[config.mk]
export PLATFORM = sky130hd
export DESIGN_NAME = imhq_ram
export DESIGN_NICKNAME = d
export VERILOG_FILES = /design/src/imhq_ram.sv
export SDC_FILE = /design/constraint.sdc
export NUM_CORES = 1
export LEC_CHECK = 0
export BUFFER_PORTS_ARGS = -buffer_cell sky130_fd_sc_hd__buf_2
export CAP_MARGIN = 20
export CORE_MARGIN = 2
export CORE_UTILIZATION = 65
export DETAILED_ROUTE_END_ITERATION = 16
export PLACE_DENSITY = 0.85
export SLEW_MARGIN = 20
export SYNTH_ARGS = -nofsm -noshare
export SYNTH_HDL_FRONTEND = slang
export SYNTH_SLANG_ARGS = --single-unit
[constraint.sdc]
create_clock -name clk_i -period 3.8 [get_ports clk_i]
set_clock_uncertainty 0.05 [all_clocks]
set_input_delay 0.76 -clock clk_i [delete_from_list [all_inputs] [get_ports clk_i]]
set_output_delay 0.76 -clock clk_i [all_outputs]
set_load 0.1 [all_outputs]
[src/imhq_ram.sv]
// generic simple dual-port ram, one write and one registered read port
// no dependencies
module imhq_ram #(
  parameter int Width = 8,
  parameter int Depth = 16,
  localparam int AW = $clog2(Depth)
) (
  input  logic             clk_i,
  input  logic             we_i,
  input  logic [AW-1:0]    waddr_i,
  input  logic [Width-1:0] wdata_i,
  input  logic [AW-1:0]    raddr_i,
  output logic [Width-1:0] rdata_o
);

  logic [Width-1:0] mem [Depth];

  always_ff @(posedge clk_i) begin
    if (we_i) begin
      mem[waddr_i] <= wdata_i;
    end
    rdata_o <= mem[raddr_i];
  end

endmodule

==> implementation parameters <==
Parameter                              Value

Yosys
  Fraction of registers with async set/reset ... 0%
  Net Count, Synth ... 247
  Largest area contributor in the synthesized netlist ... edfxtp_1
  Part of the Yosys area used for sequential elements ... 77.8%
  Most used standard cells in the synthesized netlist ... edfxtp_1 (128), mux4_2 (18), a22oi_1 (16)
  Number of unique standard cell types used by synthesis ... 19
  Most common cell in the netlist ... edfxtp_1
  Number of standard cells after synthesis ... 229
  Share of the synthesized area in the top cell type ... 74.7%
  Dominant register cell in the synthesized netlist ... edfxtp_1
  Number of enable-type register cells in the synthesized netlist ... 128
  Cell area after synthesis ... 5150 um^2
  Synth top area cells ... edfxtp_1 (75%), mux4_2 (7.9%), mux4_1 (7.1%)
  Number of synthesized register bits ... 136
  Number of warnings reported in the yosys synthesis log ... 0
  Per-instance average area after synthesis ... 22.5 um^2

Critical path
  Count of cell instances traversed by the critical path ... 1
  R2r setup slk ... 2.30 ns
  Critical R2R Launch ... mem[8][6]
  Startpoint type of the worst setup path ... flip-flop
  Type of element capturing the critical path ... output pin
  R2R Path End ... rdata_o[6]
  Cell breakdown of the critical path ... buf_2
  CP max FO ... 1
  Worst setup path class ... reg2out
  Longest individual stage delay on the worst path ... 0.44 ns
  Depth of the most critical reg-to-reg path ... 3
  Required time at the endpoint of the critical path ... 2.99 ns
  Arrival time of data at the critical path endpoint ... 1.32 ns
  Number of buffers and inverters on the critical path ... 1
  Slowest cell on the critical path ... buf_2
  Kind of cell adding the most delay to the critical path ... buffers and inverters

STA
  Upper clock frequency limit ... 470 MHz
  Worst Hold Slack ... 0.585 ns
  Final Slew Violations ... 0
  Shortest clock period the worst path allows after layout ... 2.13 ns
  Number of hold violations in the final report ... 0
  Part of the cycle the worst path needs ... 56.0%
  Transition time at the pin with the least slew margin ... 1.09 ns
  Max-slew headroom at the worst pin ... 26.9%
  Final-report setup violation count ... 0
  Sum of negative setup slack ... 0 ns
  Setup repair after global routing missed its margin ... false

Clocking
  Clock-pin slew on the worst setup and hold paths ... 0.06 ns
  H-tree depth ... 4
  CTS tree ... yes
  Max Buffers Root-to-Sink ... 2
  Post_cts resized ... 0
  Buffer cell driving the clock tree root ... clkbuf_8
  Post-CTS Setup Inserts ... 0
  TritonCTS Buffers ... 17
  Clock Latency Late Sink ... 0.51 ns
  # hold bufs at CTS ... 0
  Number of sinks driven by the clock tree ... 136

Worst hold path
  Destination of the worst hold path ... mem[10][6]
  Launch point of the worst hold path ... wdata_i[6]
  Number of instances on the worst hold path ... 1
  Worst min path class ... in2reg

Cells and area
  Final nets ... 286
  Final standard cell count with taps included and fillers excluded ... 383
  Filler instances ... 407
  P&R area growth vs syn ... 15.3%
  Post-route standard cell area excluding fillers ... 5930 um^2
  Number of inserted diodes ... 0
  Proportion of layout cells with a drive suffix above 1 ... 27.8%

Detailed routing
  Overall via count from detail_route ... 2575
  Remaining design rule violation count ... 0
  Average wire per standard cell ... 27.6 um
  Met2 layer wire length in the routed design ... 5220 um
  Wire length on met3 ... 1090 um
  Violation count after the first detailed-route iteration ... 367
  Wire length on met1 ... 3990 um
  Detailed-routing iteration count for the pre-antenna-repair pass ... 5
  Via density per instance ... 6.72
  Highest routing layer actually used ... met4
  Antenna violation net count after detailed routing ... 0
  Routed Wire Length ... 10600 um

Place
  Count of port buffers added during placement ... 25
  Detailed-placement wirelength estimate ... 5970 um
  Cell count after placement ... 351
  Routability Congestion ... 0.795
  Post-place instance area ... 5360 um^2

Power
  Peak VDD IR ... 0.000688 V
  Static power due to leakage ... 2.00 nW
  Total power consumption of the routed design ... 3.47 mW
  Power density of the placed cells ... 584 nW/um^2

Die
  Die area ... 8650 um^2
  Core Region ... 7690 um^2
  Site row count ... 32
  DIE WIDTH ... 93.0 um
  Initial Utilization ... 67.0%
  I/O Pins ... 26
  Chip Height ... 93.0 um

Global routing
  Overflow left after global routing ... 0
  Largest net degree at the start of global routing ... 33
  Global-route wire length before repair ... 15800 um
  Total track usage ... 27.1%
  Antenna violations before repair ... 0
  Number of global-route vias before repair ... 2619

Run status
  Result of the run ... complete, no violations

Run
  Number of maximum-capacitance violations ... 0
## where the power goes
group          switching (mW)  internal (mW)
registers              0.0114           1.68
logic                   0.161         0.0626
clock network           0.571          0.982
total                   0.743           2.72
## kinds of logic after synthesis
kind of cell | synth area share, %
AND/OR/NAND/NOR | 3.18
flip-flops | 77.8
buffers and inverters | 1.68
multiplexers | 15.0
AO/OA/AOI/OAI | 2.33
## stage by stage
stage / utilization, % / setup WS, ns
floorplan: - / 1.50
finish: 77.2 / 1.67
global placement: 69.8 / 1.31
global route: 77.2 / 1.66
CTS: 77.1 / 1.67
detailed placement: 69.8 / 1.29
## flip-flops by register name (all words and copies together), names as in the netlist
| name | count |
|---|---|
| rdata_o | 8 |
| mem | 128 |
## metal layers
metal | GRT usage [%] | vias to the layer above
li1 | - | 1052
met2 | 40.7 | 195
met3 | 7.82 | 28
met1 | 39.1 | 1300
met4 | 10.2 | 0
met5 | 0 | -
## worst max-delay path by stage
stage	startpoint	end	slack [ns]
2_1_floorplan	waddr_i[2]	mem[0][0]	1.50
3_3_place_gp	raddr_i[0]	rdata_o[4]	1.31
3_5_place_dp	raddr_i[0]	rdata_o[4]	1.29
4_1_cts	rdata_o[4]	rdata_o[4]	1.67
5_1_grt	rdata_o[4]	rdata_o[4]	1.66
6_report	rdata_o[4]	rdata_o[4]	1.67
## placed cells by master (no fill, tap or decap)
cell | netlist | routed
edfxtp_1 | 128 | 128
buf_2 | 3 | 25
mux4_2 | 18 | 18
a22oi_1 | 16 | 16
clkbuf_16 | 0 | 16
mux4_1 | 14 | 14
nor2_1 | 13 | 12
nand2_1 | 9 | 9
dfxtp_1 | 8 | 8
nor3_1 | 4 | 4
clkbuf_8 | 0 | 4
clkinv_2 | 0 | 4
clkbuf_1 | 0 | 4
buf_4 | 1 | 4
nand3b_1 | 2 | 2
nand2b_1 | 2 | 2
bufinv_16 | 0 | 2
nor2b_1 | 1 | 1
and2_1 | 1 | 1
and2b_1 | 1 | 1
nand3_1 | 1 | 1
or3b_2 | 1 | 1
nor2_2 | 0 | 1
clkinvlp_4 | 0 | 1
clkinv_4 | 0 | 1
buf_12 | 0 | 1
## area by class of cell
class | instances | area (um^2) | area share (%)
Tap cell | 102 | 128 | 2.15
Timing Repair Buffer | 30 | 175 | 2.95
Sequential cell | 136 | 4000 | 67.5
Clock inverter | 8 | 96.3 | 1.62
Clock buffer | 24 | 470 | 7.93
Multi-Input combinational cell | 83 | 1060 | 17.9
Power figures use the tool's default switching activity.
